**src/design/fcb_pkg.sv**
```systemverilog
// fcb_pkg: types, frame constants and queue sizing for the pump command frame builder
// no dependencies; imported by every module of the block
`default_nettype none

package fcb_pkg;

    // frame marker and password bytes
    localparam logic [7:0] FRAME_HEAD = 8'hCC;
    localparam logic [7:0] FRAME_END  = 8'hDD;
    localparam logic [7:0] PASS_A     = 8'hFF;
    localparam logic [7:0] PASS_B     = 8'hEE;
    localparam logic [7:0] PASS_C     = 8'hBB;
    localparam logic [7:0] PASS_D     = 8'hAA;

    // frame lengths in bytes
    localparam logic [3:0] FACTORY_LEN = 4'd14;
    localparam logic [3:0] GENERAL_LEN = 4'd8;

    // checksum contribution of the fixed bytes of each frame class
    localparam logic [15:0] FACTORY_SUM_BASE = 16'(FRAME_HEAD) + 16'(PASS_A) + 16'(PASS_B)
                                             + 16'(PASS_C) + 16'(PASS_D) + 16'(FRAME_END);
    localparam logic [15:0] GENERAL_SUM_BASE = 16'(FRAME_HEAD) + 16'(FRAME_END);

    // configuration port
    localparam int          APB_ADDR_W         = 3;
    localparam logic        REG_DEVICE_ADDRESS = 1'b0;

    // descriptor queue between front and back
    localparam int QUEUE_DEPTH = 2;
    localparam int QUEUE_PTR_W = (QUEUE_DEPTH > 1) ? $clog2(QUEUE_DEPTH) : 1;

    typedef struct packed {
        logic [7:0]  command;
        logic [31:0] data_word;
    } t_in_item;

    typedef struct packed {
        logic [7:0] tx_byte;
        logic       last;
    } t_out_item;

    typedef enum logic {
        CLASS_GENERAL = 1'b0,
        CLASS_FACTORY = 1'b1
    } t_frame_class;

    typedef struct packed {
        t_frame_class frame_class;
        logic [7:0]   address;
        logic [7:0]   command;
        logic [31:0]  data_word;
        logic [15:0]  sum;
    } t_frame_desc;

    typedef struct packed {
        logic full;
        logic empty;
    } t_queue_status;

endpackage : fcb_pkg

`default_nettype wire

```
**src/design/fcb_front.sv**
```systemverilog
// fcb_front: accepts command items, classifies them and builds a frame descriptor with checksum
// depends on fcb_pkg
`default_nettype none

module fcb_front import fcb_pkg::*; (
    input  wire logic          i_clk,
    input  wire logic          i_rst_n,
    input  wire logic          i_push,
    input  wire t_in_item      i_item,
    input  wire logic [7:0]    i_device_address,
    input  wire t_queue_status i_q_status,
    output logic               o_full,
    output logic               o_q_write,
    output t_frame_desc        o_desc
);

    logic        r_valid, n_valid;
    t_frame_desc r_desc, n_desc;
    logic        accept;
    logic        factory_code, general_code;
    logic [7:0]  d0, d1, d2, d3;

    // factory command codes
    always_comb begin
        unique case (i_item.command)
            8'h00, 8'h01, 8'h02, 8'h03, 8'h07, 8'h0A, 8'h0B, 8'h0C,
            8'h0E, 8'h10, 8'hFF: factory_code = 1'b1;
            default:             factory_code = 1'b0;
        endcase
    end

    // general command codes
    always_comb begin
        unique case (i_item.command)
            8'h20, 8'h21, 8'h22, 8'h23, 8'h27, 8'h2A, 8'h2B, 8'h2C,
            8'h2D, 8'h30, 8'h3E, 8'h3F, 8'h42, 8'h44, 8'h45, 8'h49,
            8'h4A, 8'h4B, 8'h4D, 8'h65, 8'h66, 8'h67, 8'h68: general_code = 1'b1;
            default:                                          general_code = 1'b0;
        endcase
    end

    assign d0 = i_item.data_word[7:0];
    assign d1 = i_item.data_word[15:8];
    assign d2 = i_item.data_word[23:16];
    assign d3 = i_item.data_word[31:24];

    // stage holds one descriptor; stalls only when it is full and the queue is too
    assign o_full    = r_valid && i_q_status.full;
    assign o_q_write = r_valid && !i_q_status.full;
    assign accept    = i_push && !o_full;
    assign o_desc    = r_desc;

    // descriptor build and stage control
    always_comb begin
        n_valid = r_valid && !o_q_write;
        n_desc  = r_desc;
        if (accept && (factory_code || general_code)) begin
            n_valid             = 1'b1;
            n_desc.frame_class  = factory_code ? CLASS_FACTORY : CLASS_GENERAL;
            n_desc.address      = i_device_address;
            n_desc.command      = i_item.command;
            n_desc.data_word    = i_item.data_word;
            if (factory_code) begin
                n_desc.sum = FACTORY_SUM_BASE + 16'(i_device_address) + 16'(i_item.command)
                           + 16'(d0) + 16'(d1) + 16'(d2) + 16'(d3);
            end else begin
                n_desc.sum = GENERAL_SUM_BASE + 16'(i_device_address) + 16'(i_item.command)
                           + 16'(d0) + 16'(d1);
            end
        end
    end

    always_ff @(posedge i_clk) begin
        if (!i_rst_n) begin
            r_valid <= 1'b0;
        end else begin
            r_valid <= n_valid;
        end
    end

    // payload register, no reset
    always_ff @(posedge i_clk) begin
        r_desc <= n_desc;
    end

    // a held descriptor is not dropped while the queue is full
    a_hold_when_full: assert property (@(posedge i_clk) disable iff (!i_rst_n)
        (r_valid && i_q_status.full) |=> r_valid)
        else $error("front descriptor lost while queue full");

endmodule : fcb_front

`default_nettype wire

```
**src/design/fcb_queue.sv**
```systemverilog
// fcb_queue: short descriptor queue that decouples the front from the serialiser
// depends on fcb_pkg
`default_nettype none

module fcb_queue import fcb_pkg::*; (
    input  wire logic          i_clk,
    input  wire logic          i_rst_n,
    input  wire logic          i_write,
    input  wire t_frame_desc   i_desc,
    input  wire logic          i_read,
    output t_queue_status      o_status,
    output t_frame_desc        o_head
);

    t_frame_desc                r_mem [QUEUE_DEPTH];
    logic [QUEUE_PTR_W-1:0]     r_wr_ptr, n_wr_ptr;
    logic [QUEUE_PTR_W-1:0]     r_rd_ptr, n_rd_ptr;
    logic [QUEUE_PTR_W:0]       r_count, n_count;

    function automatic logic [QUEUE_PTR_W-1:0] ptr_inc(logic [QUEUE_PTR_W-1:0] p);
        logic [QUEUE_PTR_W-1:0] r;
        if (p == QUEUE_PTR_W'(QUEUE_DEPTH - 1)) begin
            r = '0;
        end else begin
            r = p + 1'b1;
        end
        return r;
    endfunction

    assign o_status.full  = (r_count == (QUEUE_PTR_W+1)'(QUEUE_DEPTH));
    assign o_status.empty = (r_count == '0);
    assign o_head         = r_mem[r_rd_ptr];

    // pointer and count update
    always_comb begin
        n_wr_ptr = i_write ? ptr_inc(r_wr_ptr) : r_wr_ptr;
        n_rd_ptr = i_read  ? ptr_inc(r_rd_ptr) : r_rd_ptr;
        n_count  = r_count;
        if (i_write && !i_read) begin
            n_count = r_count + 1'b1;
        end else if (i_read && !i_write) begin
            n_count = r_count - 1'b1;
        end
    end

    always_ff @(posedge i_clk) begin
        if (!i_rst_n) begin
            r_wr_ptr <= '0;
            r_rd_ptr <= '0;
            r_count  <= '0;
        end else begin
            r_wr_ptr <= n_wr_ptr;
            r_rd_ptr <= n_rd_ptr;
            r_count  <= n_count;
        end
    end

    // storage, no reset
    always_ff @(posedge i_clk) begin
        if (i_write) begin
            r_mem[r_wr_ptr] <= i_desc;
        end
    end

    // occupancy never passes the depth
    a_count_bound: assert property (@(posedge i_clk) disable iff (!i_rst_n)
        r_count <= (QUEUE_PTR_W+1)'(QUEUE_DEPTH))
        else $error("queue occupancy beyond depth");

endmodule : fcb_queue

`default_nettype wire

```
**src/design/fcb_back.sv**
```systemverilog
// fcb_back: serialises the head descriptor one frame byte per cycle unless the output stalls
// depends on fcb_pkg
`default_nettype none

module fcb_back import fcb_pkg::*; (
    input  wire logic          i_clk,
    input  wire logic          i_rst_n,
    input  wire t_queue_status i_q_status,
    input  wire t_frame_desc   i_head,
    input  wire logic          i_pop,
    output logic               o_q_read,
    output logic               o_empty,
    output t_out_item          o_item
);

    logic       r_out_valid, n_out_valid;
    t_out_item  r_out, n_out;
    logic [3:0] r_pos, n_pos;
    logic [3:0] frame_len;
    logic       out_free;
    logic       last_byte;

    function automatic logic [7:0] frame_byte(t_frame_desc d, logic [3:0] pos);
        logic [7:0] b;
        if (d.frame_class == CLASS_FACTORY) begin
            unique case (pos)
                4'd0:    b = FRAME_HEAD;
                4'd1:    b = d.address;
                4'd2:    b = d.command;
                4'd3:    b = PASS_A;
                4'd4:    b = PASS_B;
                4'd5:    b = PASS_C;
                4'd6:    b = PASS_D;
                4'd7:    b = d.data_word[7:0];
                4'd8:    b = d.data_word[15:8];
                4'd9:    b = d.data_word[23:16];
                4'd10:   b = d.data_word[31:24];
                4'd11:   b = FRAME_END;
                4'd12:   b = d.sum[7:0];
                4'd13:   b = d.sum[15:8];
                default: b = '0;
            endcase
        end else begin
            unique case (pos)
                4'd0:    b = FRAME_HEAD;
                4'd1:    b = d.address;
                4'd2:    b = d.command;
                4'd3:    b = d.data_word[7:0];
                4'd4:    b = d.data_word[15:8];
                4'd5:    b = FRAME_END;
                4'd6:    b = d.sum[7:0];
                4'd7:    b = d.sum[15:8];
                default: b = '0;
            endcase
        end
        return b;
    endfunction

    assign frame_len = (i_head.frame_class == CLASS_FACTORY) ? FACTORY_LEN : GENERAL_LEN;
    assign last_byte = (r_pos == frame_len - 4'd1);
    assign out_free  = !r_out_valid || i_pop;
    assign o_q_read  = out_free && !i_q_status.empty && last_byte;
    assign o_empty   = !r_out_valid;
    assign o_item    = r_out;

    // byte sequencing: load the output register whenever it is free and a descriptor is queued
    always_comb begin
        n_out_valid = r_out_valid;
        n_out       = r_out;
        n_pos       = r_pos;
        if (out_free) begin
            if (!i_q_status.empty) begin
                n_out_valid   = 1'b1;
                n_out.tx_byte = frame_byte(i_head, r_pos);
                n_out.last    = last_byte;
                n_pos         = last_byte ? 4'd0 : r_pos + 4'd1;
            end else begin
                n_out_valid = 1'b0;
            end
        end
    end

    always_ff @(posedge i_clk) begin
        if (!i_rst_n) begin
            r_out_valid <= 1'b0;
            r_pos       <= '0;
        end else begin
            r_out_valid <= n_out_valid;
            r_pos       <= n_pos;
        end
    end

    // output payload, no reset
    always_ff @(posedge i_clk) begin
        r_out <= n_out;
    end

    // position rests at zero between frames
    a_pos_idle: assert property (@(posedge i_clk) disable iff (!i_rst_n)
        i_q_status.empty |-> (r_pos == 4'd0))
        else $error("byte position not zero with no frame pending");

    // position stays inside the current frame
    a_pos_range: assert property (@(posedge i_clk) disable iff (!i_rst_n)
        !i_q_status.empty |-> (r_pos < frame_len))
        else $error("byte position beyond frame length");

    // a descriptor leaves the queue exactly when its last byte is loaded
    a_read_on_last: assert property (@(posedge i_clk) disable iff (!i_rst_n)
        o_q_read |=> (r_out_valid && r_out.last))
        else $error("descriptor retired without last byte");

endmodule : fcb_back

`default_nettype wire

```
**src/design/pump_command_frame_builder.sv**
```systemverilog
// pump_command_frame_builder: top level, configuration register and front/queue/back wiring
// depends on fcb_pkg, fcb_front, fcb_queue, fcb_back
//
// usage
//   input side is a queue: present i_item and raise push; the item is taken at a clock
//   edge where push is high and full is low. known command codes become frames, other
//   codes are taken and dropped with no output.
//   output side is a queue: while empty is low, o_item holds the oldest frame byte with
//   last set on the final byte; raising pop takes it.
//   device_address is written over the apb port at byte address 0; write only while idle.
// timing
//   the first byte passes through the front stage, the descriptor queue and the output
//   register; then one byte per cycle while pop stays high. a factory frame is 14 bytes, a general one 8.
//   the serialiser's one-byte-per-cycle output register sets this rate; frames follow
//   each other with no gap.
//   a two-entry descriptor queue plus the front stage hold up to three items, so the
//   next commands are taken while a frame is still being sent.
// reset and stall
//   synchronous active-low reset empties all stages and clears device_address.
//   when pop is low the output byte holds; the queue fills and then full rises.
`default_nettype none

module pump_command_frame_builder import fcb_pkg::*; (
    input  wire logic                  i_clk,
    input  wire logic                  i_rst_n,
    // command items in
    input  wire logic                  push,
    output logic                       full,
    input  wire t_in_item              i_item,
    // frame bytes out
    output logic                       empty,
    input  wire logic                  pop,
    output t_out_item                  o_item,
    // configuration
    input  wire logic                  psel,
    input  wire logic                  penable,
    input  wire logic                  pwrite,
    input  wire logic [APB_ADDR_W-1:0] paddr,
    input  wire logic [31:0]           pwdata,
    output logic [31:0]                prdata,
    output logic                       pready
);

    logic [7:0]    r_device_address;
    logic          cfg_write;
    logic          q_write;
    logic          q_read;
    t_frame_desc   front_desc;
    t_frame_desc   q_head;
    t_queue_status q_status;

    // configuration register
    assign pready    = 1'b1;
    assign cfg_write = psel && penable && pwrite && pready
                    && (paddr[APB_ADDR_W-1:2] == REG_DEVICE_ADDRESS);
    assign prdata    = (paddr[APB_ADDR_W-1:2] == REG_DEVICE_ADDRESS)
                     ? {24'h000000, r_device_address} : 32'h0000_0000;

    always_ff @(posedge i_clk) begin
        if (!i_rst_n) begin
            r_device_address <= '0;
        end else if (cfg_write) begin
            r_device_address <= pwdata[7:0];
        end
    end

    // front: accept and classify
    fcb_front u_front (
        .i_clk            (i_clk),
        .i_rst_n          (i_rst_n),
        .i_push           (push),
        .i_item           (i_item),
        .i_device_address (r_device_address),
        .i_q_status       (q_status),
        .o_full           (full),
        .o_q_write        (q_write),
        .o_desc           (front_desc)
    );

    // descriptor queue
    fcb_queue u_queue (
        .i_clk    (i_clk),
        .i_rst_n  (i_rst_n),
        .i_write  (q_write),
        .i_desc   (front_desc),
        .i_read   (q_read),
        .o_status (q_status),
        .o_head   (q_head)
    );

    // back: byte serialiser
    fcb_back u_back (
        .i_clk      (i_clk),
        .i_rst_n    (i_rst_n),
        .i_q_status (q_status),
        .i_head     (q_head),
        .i_pop      (pop),
        .o_q_read   (q_read),
        .o_empty    (empty),
        .o_item     (o_item)
    );

endmodule : pump_command_frame_builder

`default_nettype wire

```
**config.mk**
```make
export PLATFORM = sky130hd
export DESIGN_NAME = pump_command_frame_builder
export DESIGN_NICKNAME = d
export VERILOG_FILES = /design/src/design/fcb_pkg.sv /design/src/design/fcb_front.sv /design/src/design/fcb_queue.sv /design/src/design/fcb_back.sv /design/src/design/pump_command_frame_builder.sv
export SDC_FILE = /design/constraint.sdc
export NUM_CORES = 1
export LEC_CHECK = 0
export ABC_AREA = 1
export BUFFER_PORTS_ARGS = -buffer_cell sky130_fd_sc_hd__buf_2
export CAP_MARGIN = 20
export CORE_MARGIN = 2
export CORE_UTILIZATION = 35
export CTS_CLUSTER_SIZE = 40
export DETAILED_ROUTE_END_ITERATION = 6
export PLACE_DENSITY_LB_ADDON = 0.08
export RECOVER_POWER = 100
export SLEW_MARGIN = 10
export SYNTH_ARGS = -nofsm -noshare
export SYNTH_HDL_FRONTEND = slang
export SYNTH_SLANG_ARGS = --single-unit
```
**constraint.sdc**
```tcl
create_clock -name i_clk -period 4.4 [get_ports i_clk]
set_clock_uncertainty 0.15 [all_clocks]
set_input_delay 0.88 -clock i_clk [delete_from_list [all_inputs] [get_ports i_clk]]
set_output_delay 0.88 -clock i_clk [all_outputs]
set_load 0.05 [all_outputs]
```
==> results of run 1 <==
==> per-layer routing <==
layer,track usage,wire [um],vias to the layer above
met5,0,0,-
met4,0.0381,462,0
met3,0.0192,1040,22
met2,0.270,12900,138
met1,0.243,12900,3428
li1,-,-,3624
==> power groups by stage <==
stage	Clock [mW]	Sequential, mW	Combinational (mW)
floorplan	0	2.32	0.824
global placement	0	2.32	1.28
detailed placement	0	2.32	1.27
CTS	1.93	2.27	1.28
global route	2.00	2.28	1.59
finish	1.88	2.28	1.40
==> cell usage after synthesis (2+ instances only) <==
master	n	share of area
nor2_4	2	0.0021
nor4_1	3	0.0017
o211ai_1	3	0.0021
o22ai_1	4	0.0023
xnor2_1	4	0.0032
o21bai_1	2	0.0014
or2_1	2	0.0011
a211oi_1	4	0.0027
fa_1	47	0.086
nor3_1	17	0.0078
o31ai_1	4	0.0027
inv_1	154	0.053
nand2_2	4	0.0023
dfxtp_1	19	0.035
o21ai_0	40	0.018
nor2_2	4	0.0023
a21boi_0	3	0.0021
nand2_1	267	0.092
mux2i_1	4	0.0037
nand4_1	7	0.0040
o21ai_1	5	0.0023
conb_1	2	0.00069
buf_6	5	0.0052
clkbuf_1	4	0.0014
a21oi_1	58	0.027
nand3_1	34	0.016
edfxtp_1	192	0.53
buf_2	8	0.0037
nor3b_1	2	0.0014
nor2_1	50	0.017
ha_1	28	0.032
or2_2	5	0.0029
buf_4	27	0.019
xor2_1	14	0.011
==> cell type report <==
| type | count | area (um2) | area share |
|---|---|---|---|
| flip-flops and latches | 211 | 6150 | 0.486 |
| multi-input cells | 651 | 4060 | 0.321 |
| clock buffers | 29 | 641 | 0.0507 |
| repair buffers | 119 | 598 | 0.0473 |
| inverters | 157 | 592 | 0.0468 |
| well taps | 396 | 495 | 0.0392 |
| clock inverters | 17 | 111 | 0.00881 |
| diodes | 1 | 2.50 | 0.000198 |
==> placed cells by master (no fill, tap or decap), types with 3 or more instances in the layout <==
master | synthesis | layout
nor4_1 | 3 | 3
clkbuf_16 | 0 | 25
ha_1 | 28 | 25
xnor2_1 | 4 | 4
mux2i_1 | 4 | 4
or2_2 | 5 | 5
xor2_1 | 14 | 11
buf_4 | 27 | 27
o21ai_1 | 5 | 6
edfxtp_1 | 192 | 192
nand4_1 | 7 | 7
nand2_1 | 267 | 269
o31ai_1 | 4 | 4
inv_1 | 154 | 154
conb_1 | 2 | 25
clkinv_1 | 1 | 10
fa_1 | 47 | 46
nor3_1 | 17 | 15
dfxtp_1 | 19 | 18
o22ai_1 | 4 | 4
clkbuf_2 | 0 | 4
nand3_1 | 34 | 32
clkbuf_1 | 4 | 68
nor2_2 | 4 | 4
nor2_1 | 50 | 50
a21boi_0 | 3 | 3
a21oi_1 | 58 | 57
o21ai_0 | 40 | 39
clkinv_2 | 0 | 3
o211ai_1 | 3 | 3
buf_2 | 8 | 23
a211oi_1 | 4 | 4
==> logic make-up after synthesis <==
logic type      after synthesis  synth area share
simple gates                399             0.151
flops                       211             0.563
buf+inv                     201            0.0829
compound gates              130            0.0663
fa+ha+maj                    75             0.118
xor+xnor                     18            0.0144
mux                           4           0.00367
other cells                   2          0.000687
==> path summary, 6_finish.rpt <==
path,to
min,u_queue.r_mem[0][48]$_DFFE_PP_
min reg2reg,u_queue.r_mem[0][48]$_DFFE_PP_
max reg2reg,u_front.o_desc[10]$_DFFE_PP_
max,u_front.o_desc[10]$_DFFE_PP_
==> worst max-delay path, delay by kind of cell (launching register included) <==
kind                       cells  cell delay, ns
DFF                            1            0.32
AOI/OAI and AO/OA              2            0.34
and+or+nand+nor                5            0.46
adders and majority gates      6            2.24
buffers and inverters          5            0.45
xor gates and xnor gates       1            0.12
==> state kept, by name, indices dropped and copies added (netlist names), 2 cells and up, named ones only <==
name / count
r_device_address: 8
u_back.o_item: 9
u_back.r_pos: 4
u_front.o_desc: 61
u_queue.r_count: 2
u_queue.r_mem: 122
==> what timing repair did <==
| action | 4_1_cts | 5_1_grt |
|---|---|---|
| buffers inserted | 0 | 2 |
| pin swaps | 0 | 8 |
| setup endpoints to repair | 5 | 7 |
| gates resized for setup | 2 | 21 |
| hold endpoints to repair | 0 | 0 |
==> results.md, run 1 <==
* Post-synth ARST share at 0
* # clock sinks at 211
* DRT Wirelength at 27300 um
* Post-synthesis sequential area ratio at 0.563
* GRT overflow at 0
* Minimum clock period at 4.22 ns
* WHS at 0.293 ns
* Core Rows at 64
* Number of global-route vias before repair at 7064
* Sw frac at 0.291
* Worst Tran Pin Value at 2.49 ns
* Setup slack at placement at -0.169 ns
* R2R depth at 19
* FMAX at 0.237 GHz
* Slew Limit Fails at 105
* Routability cong. at 0.855
* Via density at 4.56
* CP Max Fanout at 2
* CP startpoint: r_device_address[0]$_SDFFE_PN0P_
* Placed cells at 1532
* Filler instances at 3057
* R2r startpoint: r_device_address[0]$_SDFFE_PN0P_
* TritonCTS Buffers at 25
* Power density cells at 439 nW/um2
* Final Util at 0.412
* Failing checks: max-capacitance violations, max-slew violations
* Wire length per cell at 17.2 um
* CP arrival at 4.45 ns
* CP startpoint kind: register
* Required @ worst endpoint at 4.62 ns
* First-pass GRT wire length at 41700 um
* Worst skew pair latency at 0.52 ns
* Average size of a mapped cell at 10.5 um2
* Setup TNS at 0 ns
* CTS Hold Buffers Added at 0
* Synth-to-Final Area Change at 15.7%
* Clk root buf: clkbuf_16
* Finished Cell Area at 12600 um2
* Final Cycle Share at 0.960
* CTS tree: yes
* Share of power burned in combinational logic at 0.252
* Worst IR drop on VDD at 0.511 mV
* Net Switching at 1.62 mW
* Post-Syn Area at 10900 um2
* Clock slew at reported path FFs at 0.06 ns
* Power Total at 5.55 mW
* Critical-path top delay cell: fa_1
* Core footprint at 30700 um2
* Initial Util at 0.356
* #FFs+latches synth at 211
* Max cap viols at 2
* Pre-Repair DR Iteration Count at 4
* Worst setup EP type: register
* Clock buffer depth at 3
* Finished Layout Cells at 1581
* Worst Hold Path Cells at 0
* LEAKAGE at 5.23 nW
* Reg2Reg Setup Slack at 0.18 ns
* Die Span X at 181 um
* Via count at 7212
* DP HPWL at 20500 um
* Initial antenna violation count at 0
* Int Power at 3.94 mW
* WS Path Type: reg2reg
* PortBufs at 74
* Clock network fraction of design power at 0.338
* Syn Inst Count at 1040
* Max-slew headroom at -0.664
* Count of different cell masters after synthesis at 46
* Status: finished, violations left
* # IOs at 126
* # H-tree levels at 1
* Hold Crit Class: reg2reg
* DRC violations left at 0
* Layout cells sized above 1 at 0.101
* Final Setup Violations at 0
* Gr usage total at 0.167
* Worst-path cell chain: inv_1 -> ha_1 -> buf_4 -> xnor2_1 -> buf_4 -> fa_1 -> inv_1 -> fa_1 -> fa_1 -> inv_1 -> ha_2 -> fa_2 -> nand3_1 -> nand3_2 -> a31oi_4 -> nor2_1 -> o21ai_1 -> nand3_1 -> nand2_1
* Largest net degree at the start of global routing at 64
* Nets at 1322
* Start point of the worst min-delay path: u_front.o_desc[48]$_DFFE_PP_
* Top_reg_cell synth: edfxtp_1
* Initial DRC Count at 489
* Sequential share of power at 0.410
* Fin worst setup slack at 0.178 ns
* Number of enable flip-flop cells after synthesis at 192
* Crit-path max cell delay at 0.55 ns
* Die Y at 181 um
* Final Hold Viols at 0
* Area after DPL at 11900 um2
* Yosys warns at 0
* Antenna-violating nets left at 0
* Full die area at 32600 um2
(Power assumes the default switching activity.)
==> inputs of run 2 (changes only) <==
CORE_UTILIZATION = 53   (was 35)
==> run 2 against run 1 <==
The flow still finishes with violations (max-capacitance violations, max-slew violations). Combinational power shrank 16%. Critical path depth shrank 3. Clock power shrank 7%. Count of clock-buffer cells in the layout is the same. First-iteration DRC count grew 35%. Core utilization grew 19 points. Via count shrank 0.51%. Sequential cell count is the same. Total power shrank 6.5%. Design area shrank 3.7%. Wire length shrank 11%.
==> results.md, run 2 (same netlist as run 1, synthesis figures left out) <==
* FMAX at 0.239 GHz
* Via count at 7175
* Pre-Repair DR Iteration Count at 5
* Core Rows at 52
* Worst IR drop on VDD at 0.257 mV
* Layout cells sized above 1 at 0.0789
* Antenna-violating nets left at 0
* Initial DRC Count at 661
* Die Y at 148 um
* Wire length per cell at 17.1 um
* Clock slew at reported path FFs at 0.07 ns
* LEAKAGE at 5.08 nW
* Full die area at 21800 um2
* Most common cell after layout, fill and taps aside: nand2_1
* # IOs at 126
* Reg2Reg Capture Point: u_front.o_desc[7]$_DFFE_PP_
* Clock buffer depth at 3
* Clk root buf: clkbuf_16
* Final Setup Violations at 0
* Commonest cells after routing, fill and taps aside: nand2_1 (268), edfxtp_1 (192), inv_1 (153)
* # clock sinks at 211
* CTS Hold Buffers Added at 0
* Start point of the worst min-delay path: u_front.o_desc[4]$_DFFE_PP_
* PortBufs at 74
* Largest net degree at the start of global routing at 63
* CP arrival at 4.25 ns
* Area after DPL at 11600 um2
* CP startpoint kind: register
* Max cap viols at 2
* Fin worst setup slack at 0.213 ns
* First-pass GRT wire length at 38200 um
* Number of global-route vias before repair at 6888
* Worst Hold Path Cells at 0
* Die Span X at 148 um
* Initial Util at 0.540
* Synth-to-Final Area Change at 11.5%
* Via density at 5.04
* Reg with most FFs: u_queue.r_mem
* RSZ-0062 raised after global routing: false
* Setup TNS at 0 ns
* DP HPWL at 18100 um
* Nets at 1296
* CP Max Fanout at 4
* Status: finished, violations left
* Routability cong. at 0.920
* Worst setup EP type: register
* Gr usage total at 0.230
* Worst Tran Pin Value at 1.71 ns
* DRC violations left at 0
* Max-slew headroom at -0.137
* Power density cells at 426 nW/um2
* GRT overflow at 0
* WS Path Type: reg2reg
* Worst skew pair latency at 0.50 ns
* WHS Endpoint: u_queue.r_mem[1][4]$_DFFE_PP_
* Required @ worst endpoint at 4.46 ns
* Slew Limit Fails at 125
* DRT Wirelength at 24400 um
* CTS tree: yes
* Hold Crit Class: reg2reg
* Failing checks: max-capacitance violations, max-slew violations
* R2r startpoint: r_device_address[0]$_SDFFE_PN0P_
* TritonCTS Buffers at 22
* Final Cycle Share at 0.952
* WHS at 0.290 ns
* Max reg flops at 122
* Final Hold Viols at 0
* Minimum clock period at 4.19 ns
* # H-tree levels at 1
* Setup slack at placement at -0.0172 ns
* Reg2Reg Setup Slack at 0.21 ns
* Finished Cell Area at 12200 um2
* Core footprint at 20200 um2
* Initial antenna violation count at 1
* R2R depth at 16
## run 2: through the flow
| stage | power [mW] | utilization | instances |
|---|---|---|---|
| 5_1_grt | 5.47 | 0.602 | 1424 |
| 4_1_cts | 5.21 | 0.606 | 1424 |
| 2_1_floorplan | 3.14 | - | 1063 |
| 3_3_place_gp | 3.45 | 0.573 | 1385 |
| 3_5_place_dp | 3.47 | 0.573 | 1385 |
| 6_report | 5.19 | 0.602 | 1425 |
## run 2: area by class of cell
class,instances,area (um2)
diodes,1,2.50
clock inverters,10,73.8
clock buffers,29,598
multi-input cells,651,3990
well taps,270,338
flip-flops and latches,211,6150
inverters,157,592
repair buffers,96,438
fillers,1758,8060
## run 2: power by group
part / internal, mW / switching (mW) / total (mW)
Combinational: 0.452 / 0.716 / 1.17
Sequential: 2.25 / 0.0244 / 2.27
Clock: 1.01 / 0.736 / 1.75
Total: 3.71 / 1.48 / 5.19
## run 2: repair_timing
| action | 4_1_cts | 5_1_grt |
|---|---|---|
| resized for setup | 1 | 11 |
| buffers inserted | 0 | 0 |
| pin swaps | 0 | 7 |
| setup endpoints to repair | 3 | 5 |
| gates cloned | 0 | 0 |
| endpoints found under the hold margin | 0 | 0 |
## run 2: worst max-delay path: stages (launching register included)
cell	delay (ns)
dfxtp_1	0.32
inv_1	0.07
ha_2	0.20
o21ai_2	0.20
xor2_2	0.19
fa_1	0.44
inv_1	0.10
fa_1	0.48
fa_1	0.55
inv_1	0.04
ha_1	0.33
a21oi_1	0.16
nand2_1	0.12
a21oi_2	0.20
buf_4	0.13
xor2_1	0.12
o21ai_0	0.08
## run 2: metal layers
layer | GRT usage | share of wire | routed length (um) | up-vias
li1 | - | - | - | 3572
met1 | 0.333 | 0.45 | 11000 | 3376
met2 | 0.371 | 0.47 | 11600 | 193
met3 | 0.0336 | 0.055 | 1350 | 34
met4 | 0.0587 | 0.019 | 469 | 0
met5 | 0 | 0 | 0 | -
## run 2: worst max path at each step
stage / start / end / slack (ns) / depth (start not counted)
floorplan: r_device_address[0]$_SDFFE_PN0P_ / u_front.o_desc[9]$_DFFE_PP_ / 0.29 / 18
global placement: i_item[4] / u_front.o_desc[9]$_DFFE_PP_ / 0.03 / 14
detailed placement: r_device_address[0]$_SDFFE_PN0P_ / u_front.o_desc[9]$_DFFE_PP_ / -0.02 / 17
CTS: r_device_address[0]$_SDFFE_PN0P_ / u_front.o_desc[9]$_DFFE_PP_ / 0.02 / 17
global route: r_device_address[1]$_SDFFE_PN0P_ / u_front.o_desc[7]$_DFFE_PP_ / 0.008 / 16
finish: r_device_address[0]$_SDFFE_PN0P_ / u_front.o_desc[7]$_DFFE_PP_ / 0.21 / 16
